$ cat src/rtl/npcs_pkg.sv
// ----------------------------------------------------------------------------
// npcs_pkg
// Shared types and constants of the nearest palette color search block.
// ----------------------------------------------------------------------------
package npcs_pkg;

  localparam int ColorW   = 8;
  localparam int EntryW   = 4 * ColorW;
  localparam int IndexW   = 8;
  localparam int CountW   = 9;
  localparam int SqW      = 2 * ColorW;
  localparam int DistW    = SqW + 2;
  localparam int ApbAddrW = 3;
  localparam int ApbDataW = 32;

  // larger than any squared RGB distance
  localparam logic [DistW-1:0] StartDist = '1;

  localparam logic CmdLookup = 1'b0;
  localparam logic CmdWrite  = 1'b1;

  // register index taken from paddr[2]
  localparam logic RegPaletteCount = 1'b0;

  typedef enum logic [2:0] {
    ST_IDLE,
    ST_CHK,
    ST_SCAN,
    ST_DRAIN,
    ST_DONE
  } npcs_state_t;

  typedef struct packed {
    logic accept;
    logic hit;
    logic issue;
    logic finish;
  } npcs_cmd_t;

  typedef struct packed {
    logic hit;
    logic cnt_zero;
    logic last_addr;
    logic found;
    logic busy;
    logic out_free;
  } npcs_sts_t;

endpackage

$ cat src/rtl/npcs_ctrl.sv
// ----------------------------------------------------------------------------
// npcs_ctrl
// Controller: sequences request intake, remembered-entry check, scan and
// result hand-off.
// ----------------------------------------------------------------------------
module npcs_ctrl import npcs_pkg::*; (
  input  logic      clk,
  input  logic      rst_n,
  input  logic      in_valid,
  input  logic      in_cmd,
  output logic      in_ready,
  input  npcs_sts_t sts,
  output npcs_cmd_t cmd
);

  npcs_state_t state_r;
  npcs_state_t state_nxt;

  always_ff @(posedge clk) begin
    if (!rst_n) begin
      state_r <= ST_IDLE;
    end else begin
      state_r <= state_nxt;
    end
  end

  always_comb begin
    state_nxt = state_r;
    cmd       = '0;
    in_ready  = 1'b0;
    unique case (state_r)
      ST_IDLE: begin
        in_ready = 1'b1;
        if (in_valid) begin
          cmd.accept = 1'b1;
          if (in_cmd == CmdLookup) begin
            state_nxt = ST_CHK;
          end
        end
      end
      ST_CHK: begin
        if (sts.hit) begin
          cmd.hit   = 1'b1;
          state_nxt = ST_DONE;
        end else if (sts.cnt_zero) begin
          state_nxt = ST_DONE;
        end else begin
          state_nxt = ST_SCAN;
        end
      end
      ST_SCAN: begin
        if (sts.found) begin
          state_nxt = ST_DRAIN;
        end else begin
          cmd.issue = 1'b1;
          if (sts.last_addr) begin
            state_nxt = ST_DRAIN;
          end
        end
      end
      ST_DRAIN: begin
        if (!sts.busy) begin
          state_nxt = ST_DONE;
        end
      end
      ST_DONE: begin
        if (sts.out_free) begin
          cmd.finish = 1'b1;
          state_nxt  = ST_IDLE;
        end
      end
      default: begin
        state_nxt = ST_IDLE;
      end
    endcase
  end

endmodule

$ cat config.mk
export PLATFORM = sky130hd
export DESIGN_NAME = npcs_ctrl
export DESIGN_NICKNAME = d
export VERILOG_FILES = /design/src/rtl/npcs_pkg.sv /design/src/rtl/npcs_ctrl.sv
export SDC_FILE = /design/constraint.sdc
export NUM_CORES = 1
export LEC_CHECK = 0
export BUFFER_PORTS_ARGS = -buffer_cell sky130_fd_sc_hd__buf_2
export CORE_AREA = 2 2 39 41
export CTS_BUF_LIST = sky130_fd_sc_hd__clkbuf_4
export DETAILED_ROUTE_END_ITERATION = 8
export DIE_AREA = 0 0 41 43
export SYNTH_ARGS = -nofsm -noshare
export SYNTH_HDL_FRONTEND = slang
export SYNTH_SLANG_ARGS = --single-unit
$ cat constraint.sdc
create_clock -name clk -period 1.63 [get_ports clk]
set_input_delay 0.0815 -clock clk [delete_from_list [all_inputs] [get_ports clk]]
set_output_delay 0.0815 -clock clk [all_outputs]
set_load 0.005 [all_outputs]
==> results of run 1 <==
per-layer routing:
layer,GRT usage,share of wire
met3,0.0157,0.094
met1,0.0958,0.49
met4,0.120,0.024
met5,0,0
met2,0.0781,0.39
cell families after synthesis:
group                  after synthesis  synth area share
AO/OA/AOI/OAI                        7             0.199
flip-flops                           3             0.265
buffers and inverters                4             0.105
AND/OR/NAND/NOR                     15             0.431
worst min-delay path by stage:
stage / to / cells past startpoint / slack, ns
3_3_place_gp: state_r[1]$_SDFFE_PN0P_ / 2 / 0.34
3_5_place_dp: state_r[1]$_SDFFE_PN0P_ / 2 / 0.34
5_1_grt: state_r[1]$_SDFFE_PN0P_ / 2 / 0.11
2_1_floorplan: cmd[1] / 1 / 0.20
4_1_cts: state_r[1]$_SDFFE_PN0P_ / 2 / 0.09
6_report: state_r[1]$_SDFFE_PN0P_ / 2 / 0.1
where the power goes:
group | leakage (nW) | switching [W] | internal, W
logic | 0.0981 | 0.0000168 | 0.0000229
registers | 0.0244 | 0.00000703 | 0.0000774
clock network | 0.0184 | 0.0000406 | 0.000108
total | 0.141 | 0.0000644 | 0.000209
stage by stage:
| step | worst slack [ns] | hold slack [ns] | instances | cell area, µm² | util |
|---|---|---|---|---|---|
| after floorplan | 0.420 | 0.197 | 29 | 226 | - |
| after global placement | 0.396 | 0.339 | 57 | 300 | 0.217 |
| after detailed placement | 0.369 | 0.341 | 57 | 300 | 0.217 |
| after CTS | 0.266 | 0.0876 | 61 | 330 | 0.239 |
| after global routing | 0.167 | 0.107 | 61 | 330 | 0.239 |
| final | 0.290 | 0.0974 | 61 | 330 | 0.239 |
cells in the mapped netlist, types with 2 or more instances:
master | instances | area share
nor3_1 | 2 | 0.044
inv_1 | 2 | 0.033
nor2b_1 | 2 | 0.055
or2b_1 | 2 | 0.066
a21oi_1 | 2 | 0.044
o21ai_0 | 2 | 0.044
dfxtp_1 | 3 | 0.27
final cells by class:
| class | instances | share of cell area |
|---|---|---|
| Clock buffer | 4 | 0.0909 |
| Inverter | 2 | 0.0227 |
| Multi-Input combinational cell | 22 | 0.432 |
| Sequential cell | 3 | 0.182 |
| Tap cell | 16 | 0.0606 |
| Timing Repair Buffer | 14 | 0.212 |
critical path: cells and delay by family (launching register included):
kind	cells	cell delay, ns
buffers and inverters	2	0.26
and+or+nand+nor	1	0.30
DFF	1	0.46
cell usage in the layout (no fill, tap or decap), drive strengths merged:
cell,netlist,layout
a21oi,2,2
and2,1,1
and3,1,1
buf,2,14
clkbuf,0,4
dfxtp,3,3
inv,2,2
nand2,1,1
nand4,1,1
nand4b,1,1
nor2,1,1
nor2b,2,2
nor3,2,2
nor4b,1,1
o2111ai,1,1
o21a,1,1
o21ai,2,2
o311ai,1,1
or2b,2,2
or3,1,1
or4b,1,1
==> flow_metrics.py, run 1 <==
metrics = {
    "run_status": {
        "status": "complete, no violations",
    },
    "timing": {
        "rsz0062_at_grt": "no",
        "fin_crit_sh": 0.822,
        "setup_viol": 0,
        "clock.fmax_ghz": 0.746,
        "finClkSkew_ns": 0.000618,
        "report.final.slew_viol_count": 0,
        "maxSlewHeadroom": 0.806,
        "worstMarginPinSlew_ns": 0.287,
        "final.min_clock_period_ns": 1.34,
        "finalHoldViolCount": 0,
        "finalSetupTns_ns": 0,
    },
    "yosys": {
        "syn_avg_cell_area_um2": 7.81,
        "ys_types": 21,
        "syn_nets": 39,
        "ys_seq_area_frac": 0.265,
        "synth-edff-count": 0,
        "synthFlopType": "dfxtp_1",
        "synth_area_um2": 226,
        "ys_seq_elements": 3,
        "synthCells": 29,
        "synthArstFlopShare": 0,
        "ys_warn_count": 0,
    },
    "global_route": {
        "grt_pass1_wl_um": 793,
        "grt_max_degree": 11,
        "grt_usage": 0.0762,
        "grt_pass1_vias": 204,
        "antenna_found_initial": 0,
        "overflow": 0,
    },
    "routing": {
        "firstDrtPassIters": 2,
        "drtIter0Drc": 3,
        "detail_route.vias_per_cell": 4.26,
        "wl_per_cell_um": 9.44,
        "drt.antenna.violating_nets": 0,
        "drt-total-wl_um": 576,
        "num_vias": 260,
        "drc": 0,
    },
    "die": {
        "num_io_pins": 15,
        "die_area_mm2": 0.00176,
        "dieWidth_um": 41,
        "rows": 14,
        "die_h_um": 43,
        "core_area_mm2": 0.00138,
        "initial_core_util": 0.164,
    },
    "run": {
        "maxCapViolations": 0,
    },
    "cts": {
        "htree_levels": 1,
        "tritoncts": "yes",
        "clkLatencyLatePin_ns": 0.23,
        "cts.clk_slew.worst_paths_ns": 0.04,
        "cts_root_buf": "clkbuf_4",
        "cts_resized": 0,
        "clock_sinks": 3,
        "cts_buffers": 3,
        "post_cts_buffers": 0,
        "post_cts_hold_buffer_count": 0,
        "cts_max_path_buffers": 2,
    },
    "finish": {
        "regArea_um2": 60.1,
        "drive_above_1_share": 0.400,
        "multi_input_area_um2": 143,
        "regMostFlops": "state_r",
        "nets": 56,
        "syn_to_final_growth_pct": 45.9,
        "largest_reg_flops": 3,
        "top_regs": "state_r x3",
        "antennaDiodeCount": 0,
        "fill_cells": 158,
    },
    "placement": {
        "place.gp.congestion": 0.737,
        "portBuffers": 14,
        "place_hpwl_um": 461,
    },
    "power": {
        "power_density_mw_per_mm2": 827,
        "vdd_drop_max_mv": 0.199,
        "power_leakage_nw": 0.141,
        "totalPowerFinal_w": 0.000273,
    },
    "worst_setup_path": {
        "endpoint_kind": "output pin",
        "critPathSlowestCell": "dfxtp_1",
        "r2r_start": "state_r[0]$_SDFFE_PN0P_",
        "critical_path_class": "flop to output pin",
        "endpoint": "cmd[2]",
        "cp-startpoint": "state_r[0]$_SDFFE_PN0P_",
        "worstRegToRegCells": 3,
        "reg2reg_to": "state_r[1]$_SDFFE_PN0P_",
        "cp_max_fo": 10,
        "max_stage_delay_ns": 0.46,
        "crit_chain": "inv_1 -> nor4b_1 -> buf_2",
        "rrSetupSlack_ns": 0.36,
        "crit_arrival_ns": 1.26,
        "start_kind": "flop",
        "crit_required_ns": 1.55,
    },
    "hold_path": {
        "hold_start": "rst_n",
        "holdCritPathClass": "primary input to flop",
    },
}
Power figures use the tool's default switching activity.
==> inputs of run 2 (changes only) <==
==> constraint.sdc (replaced) <==
create_clock -name clk -period 1.2 [get_ports clk]
set_input_delay 0.06 -clock clk [delete_from_list [all_inputs] [get_ports clk]]
set_output_delay 0.06 -clock clk [all_outputs]
set_load 0.005 [all_outputs]
==> run 2 against run 1 <==
Effect of this change: global-route usage up 0.70 points; design area up 19%; utilization increased by 4.6 points; critical path depth increased by 1; sequential cell count stayed put; final cell count increased by 6.6%; total power grew 44%; combinational power up 96%; die area stayed put; critical path type unchanged; largest power group unchanged.
==> flow_metrics.py, run 2 (same netlist as run 1, synthesis figures left out) <==
metrics = {
    "worst_setup_path": {
        "start_kind": "flop",
        "crit_required_ns": 1.14,
        "reg2reg_to": "state_r[0]$_SDFFE_PN0P_",
        "critical_path_class": "flop to output pin",
        "critPathSlowestCell": "dfxtp_2",
        "crit_arrival_ns": 1.12,
        "cp_max_fo": 5,
        "worstRegToRegCells": 3,
        "r2r_start": "state_r[0]$_SDFFE_PN0P_",
        "max_stage_delay_ns": 0.35,
        "endpoint_kind": "output pin",
        "rrSetupSlack_ns": 0.06,
        "crit_chain": "buf_6 -> inv_4 -> nor4b_4 -> buf_2",
    },
    "finish": {
        "antennaDiodeCount": 0,
        "drive_above_1_share": 0.592,
        "final_common_cell": "buf_2",
        "regMostFlops": "state_r",
        "nets": 60,
        "top_regs": "state_r x3",
        "syn_to_final_growth_pct": 74.0,
        "post-route-util": 0.285,
        "layout.cells.most_common_list": "buf_2 (14), clkbuf_4 (4), buf_4 (3), dfxtp_2 (3)",
        "fill_cells": 168,
        "largest_reg_flops": 3,
    },
    "hold_path": {
        "hold_start": "rst_n",
        "hold-path-endpoint": "state_r[1]$_SDFFE_PN0P_",
        "holdCritPathClass": "primary input to flop",
        "whs_path_depth": 2,
    },
    "cts": {
        "tritoncts": "yes",
        "post_cts_hold_buffer_count": 0,
        "cts_root_buf": "clkbuf_4",
        "htree_levels": 1,
        "cts_buffers": 3,
        "clkLatencyLatePin_ns": 0.24,
        "cts.clk_slew.worst_paths_ns": 0.04,
        "clock_sinks": 3,
        "cts_max_path_buffers": 2,
    },
    "routing": {
        "drtIter0Drc": 1,
        "route.met2.wl_um": 284,
        "firstDrtPassIters": 2,
        "detail_route.vias_per_cell": 4.18,
        "drt-total-wl_um": 637,
        "num_vias": 272,
        "routed-wl-met3_um": 57,
        "wl_per_cell_um": 9.80,
        "detail_route.wirelength.met1_um": 296,
        "drc": 0,
        "maxUsedRoutingLayer": "met3",
        "drt.antenna.violating_nets": 0,
    },
    "timing": {
        "finalHoldViolCount": 0,
        "fin_crit_sh": 0.985,
        "finalSetupTns_ns": 0,
        "fin_ws_ns": 0.0177,
        "setup_viol": 0,
        "clock.fmax_ghz": 0.846,
        "maxSlewHeadroom": 0.817,
        "report.final.slew_viol_count": 0,
        "rsz0062_at_grt": "yes",
        "final.min_clock_period_ns": 1.18,
        "worstMarginPinSlew_ns": 0.271,
        "finClkSkew_ns": 0.00746,
    },
    "placement": {
        "place_hpwl_um": 476,
        "portBuffers": 14,
        "dp_slack_ns": 0.0159,
        "place.gp.congestion": 0.819,
    },
    "power": {
        "power_leakage_nw": 0.172,
        "totalPowerFinal_w": 0.000394,
        "power_density_mw_per_mm2": 1000,
        "vdd_drop_max_mv": 0.304,
    },
    "die": {
        "num_io_pins": 15,
        "core_area_mm2": 0.00138,
        "initial_core_util": 0.164,
        "die_h_um": 43,
        "dieWidth_um": 41,
        "die_area_mm2": 0.00176,
        "rows": 14,
    },
    "global_route": {
        "grt_max_degree": 9,
        "antenna_found_initial": 0,
        "grt_pass1_vias": 229,
        "overflow": 0,
        "grt_usage": 0.0832,
        "grt_pass1_wl_um": 938,
    },
    "run": {
        "maxCapViolations": 0,
    },
    "run_status": {
        "status": "complete, no violations",
    },
}
run 2: stage by stage:
stage	cell area [µm²]	hold slack [ns]	std cells
after floorplan	226	0.154	29
after global placement	315	0.317	59
after detailed placement	315	0.320	59
after CTS	370	0.0695	64
after global routing	394	0.0821	65
final	394	0.0731	65
run 2: worst max path at each step:
stage	from	end	slack (ns)	depth (start not counted)
floorplan	state_r[1]$_SDFFE_PN0P_	state_r[1]$_SDFFE_PN0P_	0.007	4
CTS	state_r[0]$_SDFFE_PN0P_	cmd[2]	0.005	4
finish	state_r[0]$_SDFFE_PN0P_	cmd[2]	0.02	4
detailed placement	state_r[0]$_SDFFE_PN0P_	state_r[0]$_SDFFE_PN0P_	0.02	3
global route	state_r[0]$_SDFFE_PN0P_	cmd[2]	-0.04	4
global placement	state_r[0]$_SDFFE_PN0P_	state_r[0]$_SDFFE_PN0P_	-0.001	3
run 2: timing repair:
action                                  4_1_cts  5_1_grt
setup buffers                                 1        1
resized for setup                             5        5
endpoints found under the setup margin        2        6
pin swaps                                     1        1
endpoints found under the hold margin         0        0
run 2: layout make-up:
cell class,instances,area [µm²],area share
clock buffer,4,30.0,0.0762
tap,16,20.0,0.0508
inverter,2,10.0,0.0254
timing repair buffer,18,104,0.263
multi-input combinational,22,166,0.422
sequential,3,63.8,0.162
run 2: worst max-delay path, delay by kind of cell, from the launching register on:
kind | cells | cell delay [ns]
DFF | 1 | 0.35
buffers and inverters | 3 | 0.31
and+or+nand+nor | 1 | 0.23
run 2: where the power goes:
part / switching, W / internal, W
clock: 0.0000554 / 0.000147
combinational: 0.0000328 / 0.0000451
sequential: 0.00000728 / 0.000106
run 2: routing by layer:
layer | vias up | global-route usage
li1 | 145 | -
met5 | - | 0
met4 | 0 | 0.100
met2 | 12 | 0.0969
met3 | 0 | 0.0209
met1 | 115 | 0.105
==> inputs of run 3 (changes only) <==
==> constraint.sdc (replaced) <==
create_clock -name clk -period 1.27 [get_ports clk]
set_input_delay 0.0635 -clock clk [delete_from_list [all_inputs] [get_ports clk]]
set_output_delay 0.0635 -clock clk [all_outputs]
set_load 0.005 [all_outputs]
==> run 3 against run 2 <==
Effect of this change: combinational power decreased by 16%; final cell count decreased by 3.1%; clock power decreased by 4%; via count increased by 14%; sequential share of layout area increased by 0.87 points; die area unchanged; clock skew decreased by 0.0024 ns; sequential cell count unchanged; utilization decreased by 2.0 points; total power decreased by 7.2%; global-route usage increased by 0.10 points; critical path type unchanged; largest cell class unchanged.
==> flow_metrics.py, run 3 (same netlist as run 1, synthesis figures left out) <==
metrics = {
    "worst_setup_path": {
        "worstRegToRegCells": 3,
        "crit_arrival_ns": 1.13,
        "crit_required_ns": 1.21,
        "critical_path_class": "flop to output pin",
        "start_kind": "flop",
        "endpoint_kind": "output pin",
        "cp_max_fo": 7,
    },
    "cts": {
        "cts_buffers": 3,
        "cts.clk_slew.worst_paths_ns": 0.04,
        "post_cts_hold_buffer_count": 0,
        "htree_levels": 1,
        "tritoncts": "yes",
        "clock_sinks": 3,
        "cts_root_buf": "clkbuf_4",
        "clkLatencyLatePin_ns": 0.24,
        "cts_max_path_buffers": 2,
    },
    "die": {
        "rows": 14,
        "dieWidth_um": 41,
        "die_area_mm2": 0.00176,
        "core_area_mm2": 0.00138,
        "num_io_pins": 15,
        "die_h_um": 43,
        "initial_core_util": 0.164,
    },
    "finish": {
        "drive_above_1_share": 0.532,
        "fill_cells": 158,
        "nets": 58,
        "largest_reg_flops": 3,
        "regMostFlops": "state_r",
        "antennaDiodeCount": 0,
        "layout.cells.most_common_list": "buf_2 (14), clkbuf_4 (4)",
        "syn_to_final_growth_pct": 61.9,
        "top_regs": "state_r x3",
        "final_common_cell": "buf_2",
    },
    "timing": {
        "finalSetupTns_ns": 0,
        "maxSlewHeadroom": 0.762,
        "worstMarginPinSlew_ns": 0.352,
        "clock.fmax_ghz": 0.836,
        "finalHoldViolCount": 0,
        "rsz0062_at_grt": "no",
        "report.final.slew_viol_count": 0,
        "fin_crit_sh": 0.942,
        "final.min_clock_period_ns": 1.20,
        "setup_viol": 0,
        "finClkSkew_ns": 0.00504,
    },
    "routing": {
        "detail_route.vias_per_cell": 4.92,
        "drt.antenna.violating_nets": 0,
        "drtIter0Drc": 15,
        "drc": 0,
        "drt-total-wl_um": 650,
        "firstDrtPassIters": 4,
        "num_vias": 310,
        "wl_per_cell_um": 10.3,
    },
    "global_route": {
        "antenna_found_initial": 0,
        "grt_pass1_vias": 224,
        "grt_pass1_wl_um": 869,
        "grt_util_met3": 0.0157,
        "grt_max_degree": 9,
        "grt_usage": 0.0842,
        "use_met2": 0.103,
        "use_met1": 0.0863,
        "overflow": 0,
        "top_usage_layer": "met4",
    },
    "power": {
        "totalPowerFinal_w": 0.000366,
        "vdd_drop_max_mv": 0.294,
        "power_density_mw_per_mm2": 997,
        "power_leakage_nw": 0.156,
    },
    "hold_path": {
        "holdCritPathClass": "primary input to flop",
        "whs_path_depth": 2,
    },
    "placement": {
        "place_hpwl_um": 480,
        "place.gp.congestion": 0.791,
        "portBuffers": 14,
    },
    "run_status": {
        "status": "complete, no violations",
    },
    "run": {
        "maxCapViolations": 0,
    },
}
## run 3: changes by cell type in the layout (fill, tap and decap cells not counted), sizes merged
| cell | change |
|---|---|
| buf | -2 |
## run 3: critical path: stages (launching register included)
cell	delay, ns
dfxtp_2	0.34
buf_6	0.13
inv_1	0.06
nor4b_2	0.21
buf_2	0.15
## run 3: metal layers
layer	vias up	part of all wire
met3	0	0.17
met1	136	0.36
met4	0	0
met2	30	0.47
li1	144	-
met5	-	0
## run 3: path summary, 6_finish.rpt
kind                              to  slack (ns)                     from
min reg2reg  state_r[2]$_SDFFE_PN0P_        0.59  state_r[2]$_SDFFE_PN0P_
max reg2reg  state_r[2]$_SDFFE_PN0P_        0.12  state_r[0]$_SDFFE_PN0P_
min          state_r[1]$_SDFFE_PN0P_        0.08                    rst_n
max                           cmd[2]        0.07  state_r[0]$_SDFFE_PN0P_
## run 3: layout make-up
type,count,area (µm²),area share
multi-input cells,22,158,0.430
repair buffers,16,88.8,0.242
flip-flops and latches,3,62.6,0.171
clock buffers,4,30.0,0.0819
well taps,16,20.0,0.0546
inverters,2,7.51,0.0205
## run 3: repair_timing
item	in CTS	in global routing
endpoints found under the setup margin	1	3
setup buffers	0	0
gates resized for setup	2	4
pin swaps	0	1
## run 3: where the power goes
group	total [W]	leakage, nW	switching [W]	internal (W)
Combinational	0.0000652	0.112	0.0000291	0.0000361
Clock	0.000195	0.0184	0.0000551	0.000139
Sequential	0.000106	0.0253	0.00000587	0.000100
Total	0.000366	0.156	0.0000901	0.000275
## run 3: through the flow
step           std cells  utilization  worst slack [ns]  hold WS [ns]  area (µm²)
2_1_floorplan         29            -            0.0601         0.161         226
6_report              63        0.265            0.0732        0.0805         367
4_1_cts               63        0.255           0.00640        0.0700         353
3_3_place_gp          59        0.228            0.0850         0.319         315
5_1_grt               63        0.265            0.0103        0.0979         367
3_5_place_dp          59        0.228             0.101         0.320         315
